File: src/dpd_pkg.sv
`default_nettype none

package dpd_pkg;

   localparam int FULL_SCALE         = 127;
   localparam int GAIN_FRACTION_BITS = 8;

   localparam int POWER_MAX  = 127;
   localparam int RAW_MAX    = 32767;
   // Full-scale limit as seen by the 8 bit power fields
   localparam logic [6:0] FULL_LIMIT = 7'((FULL_SCALE > POWER_MAX) ? POWER_MAX : FULL_SCALE);

   localparam int REQ_DATA_W = 112;
   localparam int RSP_DATA_W = 24;
   localparam int CSR_ADDR_W = 3;
   localparam int CSR_DATA_W = 16;

   typedef enum logic [CSR_ADDR_W-1:0] {
      CSR_GAIN_P        = 3'd0,
      CSR_GAIN_D        = 3'd1,
      CSR_STRAIGHT_MODE = 3'd2,
      CSR_CAP_ENABLE    = 3'd3,
      CSR_POWER_CAP     = 3'd4,
      CSR_RAMP_STEP     = 3'd5,
      CSR_PAUSED        = 3'd6
   } csr_index_type;

   typedef struct packed {
      logic [15:0] gain_p;
      logic [15:0] gain_d;
      logic        straight_mode;
      logic        cap_enable;
      logic [6:0]  power_cap;
      logic [6:0]  ramp_step;
      logic        paused;
   } cfg_type;

   typedef struct packed {
      logic signed [31:0] enc_left;
      logic signed [31:0] enc_right;
      logic signed [20:0] step_left;
      logic signed [20:0] step_right;
      logic               clear_targets;
   } req_type;

   // Current and previous error of each side
   typedef struct packed {
      logic signed [31:0] err_left;
      logic signed [31:0] err_right;
      logic signed [31:0] prev_left;
      logic signed [31:0] prev_right;
   } err_type;

   typedef struct packed {
      logic signed [15:0] raw_left;
      logic signed [15:0] raw_right;
   } raw_type;

   typedef struct packed {
      logic signed [7:0] power_left;
      logic signed [7:0] power_right;
      logic              drive_enable;
   } rsp_type;

   function automatic logic signed [31:0] sat_err(input logic signed [32:0] v);
      logic signed [31:0] r;
      if (v[32] != v[31]) begin
         r = v[32] ? 32'sh8000_0000 : 32'sh7fff_ffff;
      end else begin
         r = v[31:0];
      end
      return r;
   endfunction

   function automatic logic signed [15:0] sat_raw(input logic signed [50:0] v);
      logic signed [15:0] r;
      if (v > 51'(RAW_MAX)) begin
         r = 16'(RAW_MAX);
      end else if (v < -51'(RAW_MAX)) begin
         r = -16'(RAW_MAX);
      end else begin
         r = v[15:0];
      end
      return r;
   endfunction

endpackage

`default_nettype wire

File: src/dpd_error.sv
`default_nettype none

module dpd_error (
   input  wire logic             clock,
   input  wire logic             reset,
   input  wire logic             in_valid,
   output logic                  in_ready,
   input  wire dpd_pkg::req_type in_data,
   output logic                  out_valid,
   input  wire logic             out_ready,
   output dpd_pkg::err_type      out_data
);
   import dpd_pkg::*;

   logic               valid_ff;
   err_type            data_ff;
   logic signed [31:0] target_left_ff, target_left_in;
   logic signed [31:0] target_right_ff, target_right_in;
   logic signed [31:0] last_left_ff;
   logic signed [31:0] last_right_ff;
   logic signed [31:0] err_left, err_right;
   logic               fire;

   assign in_ready = !valid_ff || out_ready;
   assign fire     = in_valid && in_ready;

   // targets wrap, the error saturates
   always_comb begin
      target_left_in  = (in_data.clear_targets ? 32'sd0 : target_left_ff)
                        + 32'(in_data.step_left);
      target_right_in = (in_data.clear_targets ? 32'sd0 : target_right_ff)
                        + 32'(in_data.step_right);
      err_left  = sat_err(33'(target_left_in) - 33'(in_data.enc_left));
      err_right = sat_err(33'(target_right_in) - 33'(in_data.enc_right));
   end

   always_ff @(posedge clock) begin
      if (reset) begin
         valid_ff       <= 1'b0;
         target_left_ff <= '0;
         target_right_ff <= '0;
         last_left_ff   <= '0;
         last_right_ff  <= '0;
      end else begin
         if (in_ready) begin
            valid_ff <= in_valid;
         end
         if (fire) begin
            target_left_ff  <= target_left_in;
            target_right_ff <= target_right_in;
            last_left_ff    <= err_left;
            last_right_ff   <= err_right;
         end
      end
   end

   always_ff @(posedge clock) begin
      if (fire) begin
         data_ff.err_left   <= err_left;
         data_ff.err_right  <= err_right;
         data_ff.prev_left  <= last_left_ff;
         data_ff.prev_right <= last_right_ff;
      end
   end

   assign out_valid = valid_ff;
   assign out_data  = data_ff;

endmodule

`default_nettype wire

File: config.mk
export PLATFORM = sky130hd
export DESIGN_NAME = dpd_error
export DESIGN_NICKNAME = d
export VERILOG_FILES = /design/src/dpd_pkg.sv /design/src/dpd_error.sv
export SDC_FILE = /design/constraint.sdc
export NUM_CORES = 1
export LEC_CHECK = 0
export BUFFER_PORTS_ARGS = -buffer_cell sky130_fd_sc_hd__buf_2
export CORE_MARGIN = 2
export CORE_UTILIZATION = 45
export CTS_BUF_LIST = sky130_fd_sc_hd__clkbuf_8
export CTS_CLUSTER_DIAMETER = 80
export DETAILED_ROUTE_END_ITERATION = 16
export PLACE_DENSITY = 0.64
export SLEW_MARGIN = 20
export SYNTH_ARGS = -nofsm -noshare
export SYNTH_HDL_FRONTEND = slang
export SYNTH_SLANG_ARGS = --single-unit
File: constraint.sdc
create_clock -name clock -period 8.54 [get_ports clock]
set_input_delay 1.708 -clock clock [delete_from_list [all_inputs] [get_ports clock]]
set_output_delay 1.708 -clock clock [all_outputs]
set_load 0.02 [all_outputs]
==> results.cfg <==
[status]
status = finished clean

[logic_synthesis]
ys_seq_area_frac = 0.396
yosysMostFrequentCell = nand2_1
netlist_instances = 1835
synth_edf_count = 128
synth-main-ff-cell = dfxtp_1
async_reset_ff_frac = 0
ys_ff_latch = 257
netlist_area_mm2 = 0.0162
synth.area.top_cells = edfxtp_1 (24%), dfxtp_1 (16%), ha_1 (9.7%)
synthTopCellsByCount = nand2_1 (297), a21oi_1 (189), dfxtp_1 (129)
yosysTopAreaCell = edfxtp_1
ys.warnings.count = 0
synth_top_area_share = 0.237
synth_area_per_cell_um2 = 8.84
synth_cell_type_count = 87
syn_nets = 2076

[job]
cap_violations = 0

[setup_path]
cp-end-kind = flip-flop
crit_path_max_fanout = 25
arrival_ns = 7.60
critical_path_class = input pin to flip-flop
setup.worst_path.start_class = input pin
worstPathRequired_ns = 8.98

[global_routing]
grtUsageTotal = 0.225
grt_pass1_wl_mm = 68.8
grt_max_degree = 200
grt_overflow = 0
grt_pass1_vias = 13000
antenna_found_initial = 3

[pwr]
comb_power_share = 0.374
p_sw_mw = 1.67
peakVddDrop_mv = 0.169
powerDensity_mw_per_mm2 = 237
clkPwrFrac = 0.256
swShare = 0.380
seq_power_share = 0.370
p_leak_nw = 8.42
p_int_mw = 2.73

[die]
die_area_mm2 = 0.0376
start_util = 0.456
fp.coreArea_mm2 = 0.0356
die_h_um = 194
ios = 241
die_x_um = 194
row_count = 69

[timing]
setup-tns-final_ns = 0
rsz0062_at_grt = false
setup_viol = 0
skew_ns = 0.0472
clock.fmax_mhz = 140
worstMarginPinSlew_ns = 0.919
relSlewSlack = 0.388
finalMaxSlewViolations = 0
finalHoldViolCount = 0
hold_ws_ns = 0.423
period_minus_slack_ns = 7.16
min_period_over_period = 0.838

[drt]
firstDrtPassIters = 5
antenna_left = 0
vias_per_cell = 5.42
post_drt_wl_per_cell_um = 17.3
drtIter0Drc = 899
wl_mm = 43.9
drc = 0
vias = 13800

[clock_network]
cts_setup_buffers = 0
cts_sinks = 257
cts_buffers = 44
cts_max_level = 2
insertion_delay_ns = 0.63
cts.clk_slew.worst_paths_ns = 0.06
cts_tree = built
ctsResizeCount = 0
clockRootBuffer = clkbuf_8
clk_path_buf_depth = 3
hold_buffers = 0

[place]
numPortBuffers = 240
place_hpwl_mm = 32.5
place_congestion = 0.909

[cells_and_area]
drive_above_1_share = 0.178
fill_cells = 3385
syn_to_final_growth_pct = 14.7
nets = 2279

[hold_path]
hold_path_class = flip-flop to flip-flop
flip-flops by register name, summed over array words and instances, names as in the netlist:
register and cells:
target_right_ff 32, last_right_ff 32, last_left_ff 32, out_data 128, out_valid 1, target_left_ff 32
cell type report:
cell class              count  area (um2)  share of cell area
multi-input cells        1388        9040               0.486
flip-flops and latches    257        6430               0.345
repair buffers            253        1310              0.0705
clock buffers              49         674              0.0362
well taps                 461         577              0.0310
inverters                  94         360              0.0194
clock inverters            33         215              0.0116
diodes                      3        7.51            0.000403
routing by layer:
| layer | global-route usage | vias to the layer above | part of all wire |
|---|---|---|---|
| li1 | - | 6950 | - |
| met1 | 0.334 | 6402 | 0.50 |
| met2 | 0.333 | 350 | 0.42 |
| met3 | 0.0409 | 62 | 0.051 |
| met4 | 0.0693 | 0 | 0.023 |
| met5 | 0 | - | 0 |
power by group through the flow:
stage	Clock, mW	Combinational [mW]	Sequential [mW]
finish	1.13	1.64	1.63
global route	1.21	1.80	1.65
CTS	1.17	1.63	1.63
detailed placement	0	1.63	1.66
global placement	0	1.61	1.65
floorplan	0	1.03	1.80
final timing paths:
| kind | startpoint | to | slack (ns) | cells past startpoint |
|---|---|---|---|---|
| worst max-delay path | in_data[0] | last_right_ff[20]$_SDFFE_PP0P_ | 1.38 | 24 |
| worst min-delay path | last_left_ff[25]$_SDFFE_PP0P_ | out_data[57]$_DFFE_PP_ | 0.42 | 0 |
| worst max register to register | target_right_ff[1]$_SDFFE_PP0P_ | last_right_ff[20]$_SDFFE_PP0P_ | 2.50 | 21 |
| worst min register to register | last_left_ff[25]$_SDFFE_PP0P_ | out_data[57]$_DFFE_PP_ | 0.42 | 0 |
cell families (layout without fill, tap and decap cells):
family / count (synthesis) / in the layout / share of synthesized area
AOI/OAI and AO/OA: 536 / 536 / 0.213
buffers and inverters: 190 / 429 / 0.0473
adders and majority gates: 130 / 130 / 0.102
xor gates and xnor gates: 116 / 116 / 0.0626
DFF: 257 / 257 / 0.396
muxes: 8 / 8 / 0.00740
other: 0 / 3 / 0
and+or+nand+nor: 598 / 598 / 0.171
stage by stage:
stage / util / worst slack [ns] / power (mW) / area, um2 / instances
finish: 0.523 / 1.38 / 4.40 / 18600 / 2538
global placement: 0.498 / 0.870 / 3.26 / 17700 / 2453
detailed placement: 0.498 / 0.799 / 3.28 / 17700 / 2453
floorplan: - / 1.49 / 2.82 / 16200 / 1835
CTS: 0.523 / 1.42 / 4.43 / 18600 / 2535
global route: 0.523 / 0.952 / 4.67 / 18600 / 2537
cell usage in the layout, fill, tap and decap left out, types with 13 or more instances in the layout:
master / n
dfxtp_1: 129
a21o_1: 52
a31oi_1: 43
o21bai_1: 14
clkbuf_8: 49
nand2b_1: 17
xor2_1: 42
nand4_1: 13
and3_1: 15
buf_2: 240
a211oi_2: 13
nor3_1: 26
nor2b_1: 75
nor2_1: 76
o21ai_0: 111
xnor2_1: 74
inv_1: 106
a211oi_1: 14
a21oi_1: 189
edfxtp_1: 128
nand2_1: 296
ha_1: 126
nand3_1: 33
critical path, cell delays in order:
cell and delay [ns]:
buf_2 0.15, buf_4 0.24, nor2b_1 0.08, ha_1 0.23, fa_1 0.46, a211oi_1 0.26, o21bai_1 0.15, o2111ai_1 0.32
and3_1 0.25, o21ai_0 0.12, a31o_2 0.30, a21oi_1 0.19, xnor2_1 0.18, ha_1 0.34, and2_1 0.21, and3_1 0.21
a21oi_1 0.21, a221oi_1 0.14, o41ai_2 0.42, and3_2 0.34, nand2b_1 0.19, mux2i_4 0.10, nor2_4 0.63, a21oi_1 0.16
Power figures use the tool's default switching activity.
