**src/dpd_pkg.sv**
```systemverilog
`default_nettype none

package dpd_pkg;

   localparam int FULL_SCALE         = 127;
   localparam int GAIN_FRACTION_BITS = 8;

   localparam int POWER_MAX  = 127;
   localparam int RAW_MAX    = 32767;
   // Full-scale limit as seen by the 8 bit power fields
   localparam logic [6:0] FULL_LIMIT = 7'((FULL_SCALE > POWER_MAX) ? POWER_MAX : FULL_SCALE);

   localparam int REQ_DATA_W = 112;
   localparam int RSP_DATA_W = 24;
   localparam int CSR_ADDR_W = 3;
   localparam int CSR_DATA_W = 16;

   typedef enum logic [CSR_ADDR_W-1:0] {
      CSR_GAIN_P        = 3'd0,
      CSR_GAIN_D        = 3'd1,
      CSR_STRAIGHT_MODE = 3'd2,
      CSR_CAP_ENABLE    = 3'd3,
      CSR_POWER_CAP     = 3'd4,
      CSR_RAMP_STEP     = 3'd5,
      CSR_PAUSED        = 3'd6
   } csr_index_type;

   typedef struct packed {
      logic [15:0] gain_p;
      logic [15:0] gain_d;
      logic        straight_mode;
      logic        cap_enable;
      logic [6:0]  power_cap;
      logic [6:0]  ramp_step;
      logic        paused;
   } cfg_type;

   typedef struct packed {
      logic signed [31:0] enc_left;
      logic signed [31:0] enc_right;
      logic signed [20:0] step_left;
      logic signed [20:0] step_right;
      logic               clear_targets;
   } req_type;

   // Current and previous error of each side
   typedef struct packed {
      logic signed [31:0] err_left;
      logic signed [31:0] err_right;
      logic signed [31:0] prev_left;
      logic signed [31:0] prev_right;
   } err_type;

   typedef struct packed {
      logic signed [15:0] raw_left;
      logic signed [15:0] raw_right;
   } raw_type;

   typedef struct packed {
      logic signed [7:0] power_left;
      logic signed [7:0] power_right;
      logic              drive_enable;
   } rsp_type;

   function automatic logic signed [31:0] sat_err(input logic signed [32:0] v);
      logic signed [31:0] r;
      if (v[32] != v[31]) begin
         r = v[32] ? 32'sh8000_0000 : 32'sh7fff_ffff;
      end else begin
         r = v[31:0];
      end
      return r;
   endfunction

   function automatic logic signed [15:0] sat_raw(input logic signed [50:0] v);
      logic signed [15:0] r;
      if (v > 51'(RAW_MAX)) begin
         r = 16'(RAW_MAX);
      end else if (v < -51'(RAW_MAX)) begin
         r = -16'(RAW_MAX);
      end else begin
         r = v[15:0];
      end
      return r;
   endfunction

endpackage

`default_nettype wire

```
**src/dpd_ramp.sv**
```systemverilog
`default_nettype none

module dpd_ramp (
   input  wire logic             clock,
   input  wire logic             reset,
   input  wire dpd_pkg::cfg_type cfg,
   input  wire logic             in_valid,
   output logic                  in_ready,
   input  wire dpd_pkg::raw_type in_data,
   output logic                  out_valid,
   input  wire logic             out_ready,
   output dpd_pkg::rsp_type      out_data
);
   import dpd_pkg::*;

   logic              valid_ff;
   rsp_type           data_ff;
   logic signed [7:0] held_left_ff, held_left_in;
   logic signed [7:0] held_right_ff, held_right_in;
   logic [6:0]        lim;
   logic              fire;

   function automatic logic signed [7:0] ramp_cap(input logic signed [7:0]  held,
                                                  input logic signed [15:0] raw,
                                                  input logic [6:0]         step,
                                                  input logic [6:0]         limit);
      logic signed [16:0] delta, r, l, p;
      delta = 17'(raw) - 17'(held);
      r     = $signed({10'b0, step});
      l     = $signed({10'b0, limit});
      if (delta > r) begin
         p = 17'(held) + r;
      end else if (delta < -r) begin
         p = 17'(held) - r;
      end else begin
         p = 17'(raw);
      end
      if (p > l) begin
         p = l;
      end else if (p < -l) begin
         p = -l;
      end
      return p[7:0];
   endfunction

   assign in_ready = !valid_ff || out_ready;
   assign fire     = in_valid && in_ready;
   assign lim      = cfg.cap_enable ? cfg.power_cap : FULL_LIMIT;

   always_comb begin
      held_left_in  = ramp_cap(held_left_ff, in_data.raw_left, cfg.ramp_step, lim);
      held_right_in = ramp_cap(held_right_ff, in_data.raw_right, cfg.ramp_step, lim);
   end

   always_ff @(posedge clock) begin
      if (reset) begin
         valid_ff      <= 1'b0;
         held_left_ff  <= '0;
         held_right_ff <= '0;
      end else begin
         if (in_ready) begin
            valid_ff <= in_valid;
         end
         if (fire) begin
            held_left_ff  <= held_left_in;
            held_right_ff <= held_right_in;
         end
      end
   end

   always_ff @(posedge clock) begin
      if (fire) begin
         data_ff.power_left   <= held_left_in;
         data_ff.power_right  <= held_right_in;
         data_ff.drive_enable <= !cfg.paused;
      end
   end

   assign out_valid = valid_ff;
   assign out_data  = data_ff;

endmodule

`default_nettype wire

```
**config.mk**
```make
export PLATFORM = sky130hd
export DESIGN_NAME = dpd_ramp
export DESIGN_NICKNAME = d
export VERILOG_FILES = /design/src/dpd_pkg.sv /design/src/dpd_ramp.sv
export SDC_FILE = /design/constraint.sdc
export NUM_CORES = 1
export LEC_CHECK = 0
export BUFFER_PORTS_ARGS = -buffer_cell sky130_fd_sc_hd__buf_2
export CAP_MARGIN = 20
export CORE_ASPECT_RATIO = 2
export CORE_UTILIZATION = 40
export CTS_CLUSTER_DIAMETER = 200
export DETAILED_ROUTE_END_ITERATION = 16
export GPL_ROUTABILITY_DRIVEN = 0
export GPL_TIMING_DRIVEN = 0
export PLACE_DENSITY_LB_ADDON = 0.2
export SLEW_MARGIN = 20
export SYNTH_ARGS = -nofsm -noshare
export SYNTH_HDL_FRONTEND = slang
export SYNTH_SLANG_ARGS = --single-unit
```
**constraint.sdc**
```tcl
create_clock -name clock -period 16.6 [get_ports clock]
set_input_delay 3.32 -clock clock [delete_from_list [all_inputs] [get_ports clock]]
set_output_delay 3.32 -clock clock [all_outputs]
set_load 0.02 [all_outputs]
```
==> flow_metrics.env <==
export IMPL_ctsLongestPathBuffers=2
export IMPL_synth_compound_gate_area_share_pct=27.9
export IMPL_syn_area_cell_sq_um=7.82
export IMPL_die_width_um=99.2
export IMPL_worst_slew_pin_transition_ns=0.995
export IMPL_wl_mm=24.0
export IMPL_timing_hold_violations_final=0
export IMPL_synth_largest_area_cell="sky130_fd_sc_hd__ha_1"
export IMPL_detail_route_drc_violations=0
export IMPL_ir_drop_mv=0.0968
export IMPL_fmaxAchievable_ghz=0.0984
export IMPL_cp_arrival_ns=10.16
export IMPL_cts_resized_gates=0
export IMPL_yosys_register_bits=34
export IMPL_reg2regPathDepth=30
export IMPL_status="complete, no violations"
export IMPL_final_instance_count_without_filler_cells=1260
export IMPL_grt_use_total_pct=25.3
export IMPL_flip_flop_cell_with_the_highest_count_after_synthesis="sky130_fd_sc_hd__edfxtp_1"
export IMPL_largest_net_degree_at_the_start_of_global_routing=22
export IMPL_critPathRequiredTime_ns=16.60
export IMPL_min_from="held_right_ff[5]$_SDFFE_PP0P_"
export IMPL_synth_yosys_seq_area_share_pct=11.3
export IMPL_worst_r2r_endpoint="out_data[4]$_DFFE_PP_"
export IMPL_yosys_warnings=0
export IMPL_post_cts_setup_buffers=0
export IMPL_number_of_drc_markers_in_iteration_0=333
export IMPL_dpl_hpwl_mm=20.5
export IMPL_postCtsHoldBufs=0
export IMPL_fin_worst_skew_ns=0.00468
export IMPL_final_max_slew_viol_count=0
export IMPL_grt_util_met3_pct=2.28
export IMPL_io_buffer_count=70
export IMPL_clock_sinks=34
export IMPL_ctsRootBufferMaster="sky130_fd_sc_hd__clkbuf_16"
export IMPL_xor_xnor_share_of_the_synthesized_area_pct=3.48
export IMPL_tritoncts="yes"
export IMPL_timing_hold_worst_path_depth=2
export IMPL_cts_inserted_buffers=5
export IMPL_setup_violations_final=0
export IMPL_setup_worst_path_end_class="register"
export IMPL_grt_pass1_vias=7435
export IMPL_synth_adder_area_share_pct=27.4
export IMPL_maxSlewHeadroom_pct=33.4
export IMPL_dieArea_sq_mm=0.0195
export IMPL_vias=7474
export IMPL_dpl_cell_area_sq_mm=0.00818
export IMPL_cts_htree_levels=2
export IMPL_max_cap_violations=0
export IMPL_grt_most_used_layer="met2"
export IMPL_setup_reg_to_reg_worst_slack_ns=8.89
export IMPL_number_of_different_library_cells_in_the_post_synthesis_netlist=84
export IMPL_slowest_delay_ns=0.54
export IMPL_post_layout_min_period_ns=10.16
export IMPL_min_to="held_right_ff[5]$_SDFFE_PP0P_"
export IMPL_grt_remaining_overflow=0
export IMPL_synth_top_family_by_area="compound AO/OA/AOI/OAI gates"
export IMPL_cp_max_fo=10
export IMPL_grt_antenna_before_repair=0
export IMPL_grt_met1_usage_pct=25.6
export IMPL_dp_cells=1252
export IMPL_timing_setup_tns_ns=0
export IMPL_syn_area_sq_mm=0.00755
export IMPL_setup_ws_ns=6.44
export IMPL_placeableCoreArea_sq_mm=0.0184
export IMPL_critPathKind="in -> reg"
export IMPL_mappedNetlistNets=1213
export IMPL_path_clk_slew_ns=0.06
export IMPL_n_fill_cell=1915
export IMPL_layout_area_overhead_vs_synth_pct=10.2
export IMPL_final_layout_size_suffix_gt1_share_pct=11.8
export IMPL_avgRoutedWirePerCell_um=19.0
export IMPL_critPathMostFrequentCell="sky130_fd_sc_hd__a21oi_1"
export IMPL_post_synth_main_area_contributors="sky130_fd_sc_hd__ha_1 (26%), sky130_fd_sc_hd__edfxtp_1 (6.8%), sky130_fd_sc_hd__nor2_1 (5.0%)"
export IMPL_timing_critical_path_from="in_data[16]"
export IMPL_final_cell_area_sq_mm=0.00832
export IMPL_drt_antenna_violating_nets=0
export IMPL_grtUsageMet2_pct=48.8
export IMPL_die_height_um=196
export IMPL_power_w=0.00131
export IMPL_grt_pass1_wl_mm=38.0
export IMPL_antenna_diode_count=0
export IMPL_synth_simple_area_share_pct=22.5
export IMPL_nets=1290
export IMPL_preCtsSetupSlack_ns=6.16
export IMPL_hold_path_class="reg -> reg"
export IMPL_grt_setup_unrepaired="false"
export IMPL_power_leakage_nw=3.85
export IMPL_post_synth_mux_area_share_pct=2.57
export IMPL_drt_vias_per_instance=5.93
export IMPL_startpoint_type="input port"
export IMPL_synth_edf_count=17
export IMPL_first_pass_iters=6
export IMPL_start_util_pct=41.1
export IMPL_rr_startpoint="held_right_ff[7]$_SDFFE_PP0P_"
export IMPL_synthesis_instances=966
export IMPL_power_density_mw_per_mm2=157
export IMPL_clk_insertion_delay_late_ns=0.30
export IMPL_slowest_stage="sky130_fd_sc_hd__a2111oi_0"
export IMPL_placementRows=70
export IMPL_postSynth_asyncResetShare_pct=0
export IMPL_num_io_pins=104
export IMPL_synth_top_area_share_pct=25.8
export IMPL_finalCritPeriodShare_pct=61.2
## cell usage after synthesis (5+ instances only)
| cell type | n |
|---|---|
| sky130_fd_sc_hd__a21oi_1 | 65 |
| sky130_fd_sc_hd__nor3_1 | 22 |
| sky130_fd_sc_hd__a31oi_1 | 8 |
| sky130_fd_sc_hd__fa_1 | 6 |
| sky130_fd_sc_hd__a2111oi_0 | 7 |
| sky130_fd_sc_hd__nor4_1 | 5 |
| sky130_fd_sc_hd__mux2i_1 | 16 |
| sky130_fd_sc_hd__o22ai_1 | 6 |
| sky130_fd_sc_hd__a21oi_2 | 6 |
| sky130_fd_sc_hd__inv_1 | 61 |
| sky130_fd_sc_hd__o21ai_0 | 49 |
| sky130_fd_sc_hd__a32oi_1 | 6 |
| sky130_fd_sc_hd__nand3_1 | 26 |
| sky130_fd_sc_hd__or2_2 | 8 |
| sky130_fd_sc_hd__o211a_1 | 7 |
| sky130_fd_sc_hd__xnor2_1 | 25 |
| sky130_fd_sc_hd__a211oi_1 | 11 |
| sky130_fd_sc_hd__clkbuf_1 | 15 |
| sky130_fd_sc_hd__o21a_1 | 20 |
| sky130_fd_sc_hd__o211ai_1 | 14 |
| sky130_fd_sc_hd__nor2_1 | 100 |
| sky130_fd_sc_hd__nand4_1 | 14 |
| sky130_fd_sc_hd__a21o_1 | 31 |
| sky130_fd_sc_hd__and3_1 | 9 |
| sky130_fd_sc_hd__dfxtp_1 | 17 |
| sky130_fd_sc_hd__o21bai_1 | 8 |
| sky130_fd_sc_hd__nand2_1 | 56 |
| sky130_fd_sc_hd__and2_1 | 10 |
| sky130_fd_sc_hd__nand2b_1 | 25 |
| sky130_fd_sc_hd__o31ai_1 | 13 |
| sky130_fd_sc_hd__xor2_1 | 5 |
| sky130_fd_sc_hd__nor2b_1 | 28 |
| sky130_fd_sc_hd__ha_1 | 156 |
| sky130_fd_sc_hd__edfxtp_1 | 17 |
## cell type report
| cell class | count | area, sq um | area share, % |
|---|---|---|---|
| clock inverter | 1 | 5.00 | 0.0601 |
| clock buffer | 7 | 143 | 1.71 |
| timing repair buffer | 70 | 350 | 4.21 |
| inverter | 62 | 233 | 2.80 |
| sequential | 34 | 851 | 10.2 |
| buffer | 24 | 131 | 1.58 |
| multi-input combinational | 846 | 6340 | 76.2 |
| tap | 216 | 270 | 3.25 |
## metal layers
layer	up-vias	share of wire, %
li1	3770	-
met1	3467	38
met2	167	53
met3	70	2.7
met4	0	6.6
met5	-	0
## worst max path at each step
stage                                   endpoint  depth (start not counted)
final                     out_data[14]$_DFFE_PP_                         31
after global routing      out_data[12]$_DFFE_PP_                         32
after CTS                 out_data[14]$_DFFE_PP_                         31
after detailed placement   out_data[7]$_DFFE_PP_                         31
after global placement     out_data[7]$_DFFE_PP_                         28
after floorplan            out_data[4]$_DFFE_PP_                         29
## sequential cells by signal, indices dropped and copies added, names as in the netlist
signal,cells
held_right_ff,8
held_left_ff,8
out_data,17
out_valid,1
## layout by cell type (no fill, tap or decap), types with 7 or more instances in the layout
cell	synthesis	routed
sky130_fd_sc_hd__inv_1	61	61
sky130_fd_sc_hd__o21ai_0	49	49
sky130_fd_sc_hd__nor3_1	22	21
sky130_fd_sc_hd__nor2b_1	28	28
sky130_fd_sc_hd__a2111oi_0	7	7
sky130_fd_sc_hd__ha_1	156	156
sky130_fd_sc_hd__o211a_1	7	7
sky130_fd_sc_hd__and3_1	9	9
sky130_fd_sc_hd__dfxtp_1	17	17
sky130_fd_sc_hd__buf_2	3	73
sky130_fd_sc_hd__clkbuf_1	15	16
sky130_fd_sc_hd__o31ai_1	13	13
sky130_fd_sc_hd__o211ai_1	14	14
sky130_fd_sc_hd__mux2i_1	16	16
sky130_fd_sc_hd__or2_2	8	8
sky130_fd_sc_hd__nor2_1	100	100
sky130_fd_sc_hd__nand4_1	14	14
sky130_fd_sc_hd__nand2_1	56	56
sky130_fd_sc_hd__a211oi_1	11	11
sky130_fd_sc_hd__xnor2_1	25	25
sky130_fd_sc_hd__a21o_1	31	31
sky130_fd_sc_hd__o21a_1	20	20
sky130_fd_sc_hd__nand2b_1	25	25
sky130_fd_sc_hd__nand3_1	26	26
sky130_fd_sc_hd__and2_1	10	10
sky130_fd_sc_hd__edfxtp_1	17	17
sky130_fd_sc_hd__a31oi_1	8	8
sky130_fd_sc_hd__o21bai_1	8	8
sky130_fd_sc_hd__a21oi_1	65	65
## critical path, delay by kind of cell
family | cells | cell delay (ns)
compound gates | 14 | 3.16
fa+ha+maj | 4 | 1.31
buf+inv | 5 | 0.89
simple gates | 6 | 0.86
xor+xnor | 1 | 0.46
mux | 1 | 0.15
## logic make-up after synthesis
logic type / count (synthesis)
simple gates: 329
compound gates: 306
fa+ha+maj: 162
buf+inv: 86
flops: 34
xor+xnor: 30
mux: 19
## stage by stage
step / util, % / hold WS, ns
after floorplan: - / 0.484
after global placement: 44.4 / 0.513
after detailed placement: 44.5 / 0.523
after CTS: 45.3 / 0.531
after global routing: 45.3 / 0.561
final: 45.3 / 0.530
## power by group
| group | leakage [nW] | switching (W) | internal, W |
|---|---|---|---|
| logic | 3.47 | 0.000624 | 0.000434 |
| clock network | 0.0739 | 0.0000398 | 0.0000596 |
| registers | 0.302 | 0.0000211 | 0.000132 |
No activity file was read; power rests on OpenSTA's default activity.
